===== config.mk =====
export PLATFORM = sky130hd
export DESIGN_NAME = multi_client_watchdog
export DESIGN_NICKNAME = d
export VERILOG_FILES = /design/src/rtl/mcw_pkg.sv /design/src/rtl/mcw_cell.sv /design/src/rtl/multi_client_watchdog.sv
export VERILOG_INCLUDE_DIRS = /design/src /design/src/rtl
export SDC_FILE = /design/constraint.sdc
export NUM_CORES = 1
export LEC_CHECK = 0
export BUFFER_PORTS_ARGS = -buffer_cell sky130_fd_sc_hd__buf_2
export CAP_MARGIN = 10
export CORE_MARGIN = 2
export CORE_UTILIZATION = 42
export CTS_CLUSTER_DIAMETER = 150
export DETAILED_ROUTE_END_ITERATION = 6
export GPL_TIMING_DRIVEN = 0
export HOLD_SLACK_MARGIN = 0.02
export PLACE_DENSITY = 0.61
export SLEW_MARGIN = 0
export SYNTH_ARGS = -nofsm -noshare
export SYNTH_HDL_FRONTEND = slang
export SYNTH_SLANG_ARGS = --single-unit

===== constraint.sdc =====
create_clock -name clk -period 11 [get_ports clk]
set_input_delay 2.2 -clock clk [delete_from_list [all_inputs] [get_ports clk]]
set_output_delay 2.2 -clock clk [all_outputs]
set_load 0.1 [all_outputs]

===== src/rtl/multi_client_watchdog_macros.svh =====
// assertion helpers for the watchdog
`ifndef MULTI_CLIENT_WATCHDOG_MACROS_SVH
`define MULTI_CLIENT_WATCHDOG_MACROS_SVH

// condition implies consequence in the same cycle
`define MCW_ASSERT_IMPL(label, clk, rst, ante, cons, msg) \
  label: assert property (@(posedge clk) disable iff (rst) (ante) |-> (cons)) else $error(msg);

// condition implies consequence in the next cycle
`define MCW_ASSERT_NEXT(label, clk, rst, ante, cons, msg) \
  label: assert property (@(posedge clk) disable iff (rst) (ante) |=> (cons)) else $error(msg);

`endif


===== src/rtl/mcw_pkg.sv =====
`default_nettype none
package mcw_pkg;

  localparam int MAX_CLIENTS_DEF = 8;
  localparam int COUNT_WIDTH_DEF = 16;

  localparam logic [2:0] FN_REGISTER = 3'd0;
  localparam logic [2:0] FN_START    = 3'd1;
  localparam logic [2:0] FN_STOP     = 3'd2;
  localparam logic [2:0] FN_KICK     = 3'd3;
  localparam logic [2:0] FN_TICK     = 3'd4;

  localparam logic [2:0] ST_OK         = 3'd0;
  localparam logic [2:0] ST_RUNNING    = 3'd1;
  localparam logic [2:0] ST_DUPLICATE  = 3'd2;
  localparam logic [2:0] ST_NO_CLIENTS = 3'd3;
  localparam logic [2:0] ST_STOPPED    = 3'd4;
  localparam logic [2:0] ST_UNREG      = 3'd5;

  typedef struct packed {
    logic [2:0]  func;
    logic [2:0]  client;
    logic [15:0] timeout_ticks;
  } cmd_t;

  typedef struct packed {
    logic [2:0] status;
    logic       expired_valid;
    logic [2:0] expired_client;
    logic       last;
  } rsp_t;

  typedef struct packed {
    logic wr;
    logic reload;
    logic tick;
    logic shift;
  } cell_ctl_t;

endpackage
`default_nettype wire


===== src/rtl/mcw_cell.sv =====
`default_nettype none
module mcw_cell
  import mcw_pkg::*;
#(
  parameter int COUNT_WIDTH = COUNT_WIDTH_DEF
) (
  input  wire logic                   clk,
  input  wire logic                   rst,
  input  wire cell_ctl_t              ctl,
  input  wire logic [COUNT_WIDTH-1:0] tmo_in,
  input  wire logic                   flag_in,
  output logic                        registered,
  output logic                        flag,
  output logic                        expire
);

  logic [COUNT_WIDTH-1:0] tmo;
  logic [COUNT_WIDTH-1:0] rem;
  logic [COUNT_WIDTH-1:0] dec;

  assign dec    = (rem != '0) ? rem - COUNT_WIDTH'(1) : rem;
  assign expire = registered && (dec == '0);

  always_ff @(posedge clk) begin
    if (rst) begin
      registered <= 1'b0;
      flag       <= 1'b0;
    end else begin
      if (ctl.wr) begin
        registered <= 1'b1;
      end
      priority if (ctl.shift) begin
        flag <= flag_in;
      end else if (ctl.tick) begin
        flag <= expire;
      end else begin
        flag <= flag;
      end
    end
  end

  always_ff @(posedge clk) begin
    if (ctl.wr) begin
      tmo <= tmo_in;
    end
    priority if (ctl.reload && registered) begin
      rem <= tmo;
    end else if (ctl.tick && registered) begin
      rem <= expire ? tmo : dec;
    end else begin
      rem <= rem;
    end
  end

endmodule
`default_nettype wire


===== src/rtl/multi_client_watchdog.sv =====
// multi-client watchdog
// cmd channel (cmd_valid / cmd_stall / cmd) carries register, start, stop,
// kick and tick items; rsp channel (rsp_valid / rsp_stall / rsp) returns
// results. every item but an unused func code gives one result with last
// set, except a tick while running that finds expired clients: it gives
// one result per expired client, lowest slot first, last set on the last.
// one row of cells, one per client slot, holds timeout, counter and an
// expiry flag; after such a tick the flags shift toward slot 0 one cell per
// cycle, held while a result for slot 0 waits on a stalled rsp channel.
// an item is taken into a holding register and executed once no walk is
// on and the result register is free; unless it starts a walk, its result
// shows at the end of that cycle. a new item waits in the holding register
// until a walk is over. a stalled result holds the holding register; one
// more item is accepted behind it. reset clears the running state, the
// registered clients, the holding register's valid and the result valid.
`default_nettype none
`include "multi_client_watchdog_macros.svh"
module multi_client_watchdog
  import mcw_pkg::*;
#(
  parameter int MAX_CLIENTS = MAX_CLIENTS_DEF,
  parameter int COUNT_WIDTH = COUNT_WIDTH_DEF
) (
  input  wire logic clk,
  input  wire logic rst,
  input  wire logic cmd_valid,
  output logic      cmd_stall,
  input  wire cmd_t cmd,
  output logic      rsp_valid,
  input  wire logic rsp_stall,
  output rsp_t      rsp
);

  localparam int IDX_W = (MAX_CLIENTS > 1) ? $clog2(MAX_CLIENTS) : 1;
  localparam logic [COUNT_WIDTH-1:0] CMAX = '1;

  typedef enum logic {IDLE, SCAN} state_t;

  state_t                 state;
  cmd_t                   held;
  logic                   held_valid;
  logic                   running;
  logic [IDX_W-1:0]       idx;

  logic                   out_free;
  logic                   exec;
  logic                   shift_en;
  logic                   rsp_load;
  logic                   any_exp;
  logic                   slot_ok;
  logic                   slot_reg;
  logic                   scan_last;
  logic [2:0]             st;
  logic [15:0]            tmo_fix;
  logic [COUNT_WIDTH-1:0] tmo_val;
  logic [MAX_CLIENTS-1:0] sel;
  logic [MAX_CLIENTS-1:0] reg_mask;
  logic [MAX_CLIENTS-1:0] flags;
  logic [MAX_CLIENTS-1:0] exp_now;
  cell_ctl_t              ctl [MAX_CLIENTS];

  assign cmd_stall = held_valid;
  assign out_free  = !rsp_valid || !rsp_stall;
  assign exec      = (state == IDLE) && held_valid && out_free;
  assign shift_en  = (state == SCAN) && (!flags[0] || out_free);
  assign rsp_load  = (exec && (held.func <= FN_TICK) &&
                      !((held.func == FN_TICK) && running && any_exp)) ||
                     (shift_en && flags[0]);
  assign any_exp   = |exp_now;
  assign slot_ok   = 32'(held.client) < MAX_CLIENTS;
  assign slot_reg  = |(sel & reg_mask);
  assign scan_last = ~|(flags >> 1);
  assign tmo_fix   = (held.timeout_ticks == 16'd0) ? 16'd1 : held.timeout_ticks;

  if (COUNT_WIDTH >= 16) begin : g_wide
    assign tmo_val = COUNT_WIDTH'(tmo_fix);
  end else begin : g_narrow
    assign tmo_val = (tmo_fix > 16'(CMAX)) ? CMAX : tmo_fix[COUNT_WIDTH-1:0];
  end

  for (genvar i = 0; i < MAX_CLIENTS; i++) begin : g_cell
    logic flag_next;

    assign sel[i] = (held.client == 3'(i));
    assign flag_next = (i == MAX_CLIENTS - 1) ? 1'b0 : flags[(i + 1) % MAX_CLIENTS];

    assign ctl[i].wr     = exec && (held.func == FN_REGISTER) && !running && sel[i] &&
                           !reg_mask[i];
    assign ctl[i].reload = exec && (((held.func == FN_START) && !running && (|reg_mask)) ||
                           ((held.func == FN_KICK) && running && sel[i]));
    assign ctl[i].tick   = exec && (held.func == FN_TICK) && running;
    assign ctl[i].shift  = shift_en;

    mcw_cell #(
      .COUNT_WIDTH(COUNT_WIDTH)
    ) u_cell (
      .clk       (clk),
      .rst       (rst),
      .ctl       (ctl[i]),
      .tmo_in    (tmo_val),
      .flag_in   (flag_next),
      .registered(reg_mask[i]),
      .flag      (flags[i]),
      .expire    (exp_now[i])
    );
  end

  always_comb begin
    st = ST_OK;
    unique case (held.func)
      FN_REGISTER: begin
        if (running) begin
          st = ST_RUNNING;
        end else if (!slot_ok) begin
          st = ST_UNREG;
        end else if (slot_reg) begin
          st = ST_DUPLICATE;
        end
      end
      FN_START: begin
        if (running) begin
          st = ST_RUNNING;
        end else if (reg_mask == '0) begin
          st = ST_NO_CLIENTS;
        end
      end
      FN_STOP: begin
        if (!running) begin
          st = ST_STOPPED;
        end
      end
      FN_KICK: begin
        if (!running) begin
          st = ST_STOPPED;
        end else if (!slot_reg) begin
          st = ST_UNREG;
        end
      end
      default: st = ST_OK;
    endcase
  end

  always_ff @(posedge clk) begin
    if (rst) begin
      state      <= IDLE;
      held_valid <= 1'b0;
      rsp_valid  <= 1'b0;
      running    <= 1'b0;
      idx        <= '0;
    end else begin
      if (cmd_valid && !cmd_stall) begin
        held       <= cmd;
        held_valid <= 1'b1;
      end else if (exec) begin
        held_valid <= 1'b0;
      end
      if (rsp_load) begin
        rsp_valid <= 1'b1;
      end else if (!rsp_stall) begin
        rsp_valid <= 1'b0;
      end
      unique case (state)
        IDLE: begin
          if (exec) begin
            if ((held.func == FN_START) && (st == ST_OK)) begin
              running <= 1'b1;
            end
            if ((held.func == FN_STOP) && (st == ST_OK)) begin
              running <= 1'b0;
            end
            if ((held.func == FN_TICK) && running && any_exp) begin
              state <= SCAN;
              idx   <= '0;
            end else if (held.func <= FN_TICK) begin
              rsp.status         <= st;
              rsp.expired_valid  <= 1'b0;
              rsp.expired_client <= 3'd0;
              rsp.last           <= 1'b1;
            end
          end
        end
        SCAN: begin
          if (shift_en) begin
            idx <= idx + IDX_W'(1);
            if (flags[0]) begin
              rsp.status         <= ST_OK;
              rsp.expired_valid  <= 1'b1;
              rsp.expired_client <= 3'(idx);
              rsp.last           <= scan_last;
              if (scan_last) begin
                state <= IDLE;
              end
            end
          end
        end
        default: state <= IDLE;
      endcase
    end
  end

  `MCW_ASSERT_IMPL(a_scan_has_flag, clk, rst, state == SCAN, |flags, "scan with no expiry flag")
  `MCW_ASSERT_NEXT(a_scan_mask_stable, clk, rst, state == SCAN, $stable(reg_mask), "mask changed during scan")
  `MCW_ASSERT_IMPL(a_running_has_client, clk, rst, running, |reg_mask, "running with no clients")
  `MCW_ASSERT_IMPL(a_exec_only_idle, clk, rst, |(ctl[0]), (state == IDLE) || ctl[0].shift, "cell control outside idle")

endmodule
`default_nettype wire

==> flow_metrics.py, run 1 <==
metrics = {
    "run_status": {
        "run_status": "complete, no violations",
    },
    "setup_path": {
        "required_ps": 11130,
        "critPathKind": "in -> reg",
        "cp-start-kind": "input port",
        "crit_arrival_ps": 4980,
        "rrSetupSlack_ps": 6500,
        "crit_path_end_kind": "register",
        "rr_worst_depth": 12,
        "cp_max_fo": 16,
    },
    "floorplanning": {
        "die_x_microns": 199,
        "core_sq_mm": 0.0376,
        "rows": 71,
        "die_height_microns": 199,
        "die-area_sq_mm": 0.0396,
        "io_pins": 36,
        "start_util_pct": 42.5,
    },
    "clock_network": {
        "cts_buffers": 34,
        "cts_resized": 0,
        "htreeDepth": 2,
        "clk_pin_slew_ps": 60,
        "clk_latency_ps": 520,
        "cts_root_buf": "clkbuf_16",
        "clock_path_buffers": 3,
        "cts_setup_buffers": 0,
        "hold_buffers": 0,
        "cts_tree": "yes",
        "clkSinkCount": 309,
    },
    "sta": {
        "fmax_mhz": 206,
        "fin_ws_ps": 6150,
        "skew_ps": 26.9,
        "setup_viol": 0,
        "hold_viol_final": 0,
        "rsz0062_at_grt": "false",
        "fin_tns_setup_ps": 0,
        "tightest_slew_ps": 1300,
        "hold_ws_ps": 458,
        "period_minus_slack_ps": 4850,
        "slew_viol_final": 0,
        "maxSlewHeadroom_pct": 12.8,
        "layout_worst_path_cycle_share_pct": 44.1,
    },
    "routing": {
        "vias_per_cell": 5.67,
        "remaining_drc_errors": 0,
        "wl_per_cell_microns": 19.1,
        "drtIter0Drc": 1222,
        "drt_wl_total_microns": 38900,
        "drtPass1Iterations": 5,
        "dr_total_vias": 11546,
        "antenna_left": 0,
    },
    "hold_path": {
        "hold_path_depth": 0,
        "hold_class": "reg -> reg",
    },
    "synthesis": {
        "synth_top_area_cell": "edfxtp_1",
        "yosysSeqAreaShare_pct": 56.7,
        "ys_types": 86,
        "synth_edf_count": 286,
        "syn_avg_cell_area_sq_um": 11.3,
        "syn-cell-area_sq_mm": 0.0160,
        "yosysTopAreaCellShare_pct": 53.8,
        "synth-seq-cells": 309,
        "mappedNetlistNets": 1453,
        "synth.yosys.warnings": 0,
        "synth-main-ff-cell": "edfxtp_1",
        "async_flop_share_pct": 0,
        "synthTopCellsByArea": "edfxtp_1, mux2_1, dfxtp_1, nand2_1, nor2_1",
        "netlist_instances": 1411,
    },
    "global_route": {
        "antenna_found_initial": 6,
        "grt_pass1_vias": 10829,
        "grt_max_degree": 17,
        "track_usage_pct": 20.0,
        "grt_first_pass_wirelength_microns": 61000,
        "gr-total-overflow": 0,
    },
    "cells_and_area": {
        "syn_to_final_growth_pct": 13.5,
        "stdcell_area_sq_mm": 0.0181,
        "drive_gt1_share_pct": 11.4,
        "nets": 1539,
    },
    "placement": {
        "dpl_cell_area_sq_mm": 0.0169,
        "portBuffers": 34,
        "pre_cts_ws_ps": 5290,
        "gp_congestion": 0.912,
        "hpwl_microns": 26500,
    },
    "power": {
        "p_leak_nw": 5.71,
        "vdd_drop_max_uv": 131,
        "powerDensity_mw_per_mm2": 137,
    },
    "job": {
        "cap_violations": 0,
    },
}
==> cells in the mapped netlist (all sizes together), types with 12 or more instances <==
master  number
nor4        53
inv         42
o21a        14
or3         18
o21ai       69
xnor2       43
clkbuf      64
xor2        24
edfxtp     286
ha          16
nand2b      13
nor3        63
nand2      117
nor4b       12
buf         19
mux2        64
or4         24
dfxtp       23
a31oi       20
nand4       23
nand3       31
nor2       113
mux2i       18
a21oi       70
==> where the power goes <==
| part | total (mW) | switching (mW) | internal [mW] |
|---|---|---|---|
| clock network | 1.15 | 0.463 | 0.684 |
| registers | 1.28 | 0.00389 | 1.28 |
| logic | 0.0464 | 0.0367 | 0.00961 |
| total | 2.48 | 0.503 | 1.97 |
==> cells by family (layout without fill, tap and decap cells) <==
| logic type | Yosys count | in the layout | share of synthesized area [%] |
|---|---|---|---|
| XOR/XNOR | 67 | 67 | 3.68 |
| AND/OR/NAND/NOR | 539 | 539 | 18.4 |
| AO/OA/AOI/OAI | 273 | 273 | 11.1 |
| other | 0 | 1 | 0 |
| buffers and inverters | 125 | 237 | 3.20 |
| adder cells (fa/ha/maj) | 16 | 16 | 1.25 |
| flip-flops | 309 | 309 | 56.7 |
| multiplexers | 82 | 82 | 5.65 |
==> final timing paths <==
check / startpoint / end
setup / recovery: rsp_stall / g_cell[7].u_cell.rem[2]
hold / removal: state / rsp[4]
setup reg to reg: g_cell[6].u_cell.rem[0] / rsp[6]
hold reg to reg: state / rsp[4]
==> placed cells by master (no fill, tap or decap), types with 13 or more instances in the layout <==
master and count:
mux2i_1 18, xor2_1 24, clkbuf_16 37, nor3_1 56, nor2_1 113, nand2_1 116
xnor2_1 43, nand4_1 22, o21a_1 14, mux2_1 52, inv_1 42, a31oi_1 20
dfxtp_1 23, nand2b_1 13, edfxtp_1 286, nand3_1 31, buf_2 49, or4_1 24
a21oi_1 68, nor4_1 46, clkbuf_1 70, ha_1 16, or3_1 18, o21ai_0 38
o21ai_1 31
==> worst max-delay path: stages <==
cell and delay (ps):
buf_2 120, nand2_1 160, nand3_1 170, clkbuf_1 260, nor4_1 680, clkbuf_1 670, o21a_1 710
==> layout make-up <==
class                      instances  area, sq um
sequential                       309         9050
timing repair buffer              50          320
clock buffer                      46          990
antenna                            1         2.50
tap                              511          639
fill                            3426        19500
buffer                            83          353
clock inverter                    16          158
inverter                          42          158
multi-input combinational        977         6440
==> flip-flops by register name (all words and copies together), names as in the netlist, 3 cells and up <==
register                  count
g_cell.u_cell.flag            8
g_cell.u_cell.registered      8
g_cell.u_cell.rem           128
g_cell.u_cell.tmo           128
held                         22
idx                           3
rsp                           8
==> metal layers <==
metal | track usage (%) | share of wire [%] | routed length (microns)
met5 | 0 | 0 | 0
met4 | 5.89 | 2.3 | 904
met3 | 2.93 | 6.2 | 2420
met2 | 30.9 | 44 | 17200
met1 | 29.1 | 47 | 18300
==> per-stage QoR <==
step	cells	total power [mW]	utilization [%]
floorplan	1411	1.33	-
global placement	1956	1.35	44.6
detailed placement	1969	1.35	45.1
CTS	2031	2.50	48.1
global route	2034	2.55	48.2
finish	2035	2.48	48.2
Power figures use the tool's default switching activity.
==> run 2, diff against run 1 <==
Settings changed: PLACE_DENSITY 0.61 to 0.63.
Clock period 11 ns to 4.1 ns, I/O delays scaled along.
==> flow_metrics.py, run 2 (synthesis gave the netlist of run 1 again) <==
metrics = {
    "clock_network": {
        "cts_tree": "yes",
        "cts_buffers": 35,
        "clkSinkCount": 309,
        "htreeDepth": 2,
        "hold_buffers": 0,
        "cts_root_buf": "clkbuf_16",
        "clk_latency_ps": 530,
        "clk_pin_slew_ps": 60,
        "clock_path_buffers": 3,
    },
    "routing": {
        "vias_per_cell": 5.73,
        "antenna_left": 0,
        "drtIter0Drc": 943,
        "dr_total_vias": 11672,
        "drt_wl_total_microns": 39300,
        "remaining_drc_errors": 0,
        "wl_per_cell_microns": 19.3,
        "drtPass1Iterations": 5,
    },
    "sta": {
        "setup_viol": 0,
        "slew_viol_final": 0,
        "hold_viol_final": 0,
        "period_minus_slack_ps": 3900,
        "hold_ws_ps": 432,
        "fin_tns_setup_ps": 0,
        "fmax_mhz": 257,
        "skew_ps": 21.7,
        "maxSlewHeadroom_pct": 20.4,
        "layout_worst_path_cycle_share_pct": 95.0,
        "tightest_slew_ps": 1180,
        "fin_ws_ps": 203,
    },
    "power": {
        "totalPowerFinal_mw": 6.71,
        "vdd_drop_max_uv": 329,
        "p_leak_nw": 5.78,
        "powerDensity_mw_per_mm2": 369,
    },
    "global_route": {
        "track_usage_pct": 20.1,
        "grt_first_pass_wirelength_microns": 61600,
        "antenna_found_initial": 5,
        "grt_max_degree": 17,
        "gr-total-overflow": 0,
        "grt_pass1_vias": 11226,
    },
    "setup_path": {
        "crit_path_end_kind": "register",
        "r2r-end": "g_cell[5].u_cell.rem[3]",
        "cp-start-kind": "register",
        "rrSetupSlack_ps": 200,
        "cp-endpoint": "g_cell[5].u_cell.rem[3]",
        "cp_max_fo": 16,
        "critPathKind": "reg -> reg",
        "required_ps": 4250,
        "rr_worst_depth": 8,
        "crit_path_start": "state",
        "crit_arrival_ps": 4040,
        "regToRegStartpoint": "state",
    },
    "floorplanning": {
        "rows": 71,
        "die-area_sq_mm": 0.0396,
        "core_sq_mm": 0.0376,
        "io_pins": 36,
        "die_x_microns": 199,
        "die_height_microns": 199,
        "start_util_pct": 42.5,
    },
    "cells_and_area": {
        "finish.utilization_pct": 48.5,
        "layout_commonest_cell": "edfxtp_1",
        "stdcell_area_sq_mm": 0.0182,
        "top_regs": "g_cell.u_cell.rem: 128 flops, g_cell.u_cell.tmo: 128 flops, held: 22 flops",
        "syn_to_final_growth_pct": 14.1,
        "nets": 1543,
        "fillers": 3399,
        "layout_common_cells": "edfxtp_1, nand2_1, nor2_1, clkbuf_1, a21oi_1",
        "final_cells": 2038,
        "drive_gt1_share_pct": 12.0,
    },
    "job": {
        "cap_violations": 0,
    },
    "placement": {
        "hpwl_microns": 26900,
        "dpl_cell_area_sq_mm": 0.0169,
        "placed_cells": 1970,
        "gp_congestion": 0.905,
        "pre_cts_ws_ps": -276,
        "portBuffers": 34,
    },
    "run_status": {
        "run_status": "complete, no violations",
    },
    "hold_path": {
        "hold_class": "reg -> reg",
    },
}
## run 2: how the worst min path moves through the flow
stage,startpoint,end,slack [ps],cells past startpoint
CTS,state,rsp[4],440,0
global route,state,rsp[4],460,0
finish,state,rsp[4],430,0
detailed placement,state,rsp[4],430,0
floorplan,state,rsp[4],410,0
global placement,state,rsp[4],420,0
## run 2: timing repair
item	CTS	global route
gates resized for setup	3	9
setup buffers	0	4
endpoints found under the hold margin	0	0
endpoints found under the setup margin	27	61
pin swaps	0	3
## run 2: critical path, stage by stage, from the launching register on
cell and delay (ps):
dfxtp_1 310, clkbuf_1 240, inv_1 230, nand3_1 160, clkbuf_1 260, nor4_1 690
clkbuf_2 270, clkbuf_1 640, o21a_1 730
## run 2: where the power goes
part	leakage (nW)	total [mW]	internal, mW	switching (mW)
Clock	0.563	3.15	1.89	1.25
Sequential	2.73	3.44	3.43	0.00986
Combinational	2.49	0.125	0.0268	0.0981
Total	5.78	6.71	5.35	1.36
## run 2: cell type report
type	count	area (sq um)	share of cell area (%)
inverter	42	158	0.866
antenna	1	2.50	0.0137
multi-input combinational	977	6520	35.8
sequential	309	9050	49.7
timing repair buffer	54	347	1.90
clock inverter	14	153	0.838
tap	511	639	3.51
buffer	82	349	1.92
clock buffer	48	997	5.48
## run 2: layer usage
metal	wire, microns	share of wire (%)	GRT usage (%)
met4	977	2.5	6.41
met2	17900	46	32.1
met3	2790	7.1	2.85
met5	0	0	0
met1	17600	45	28.4
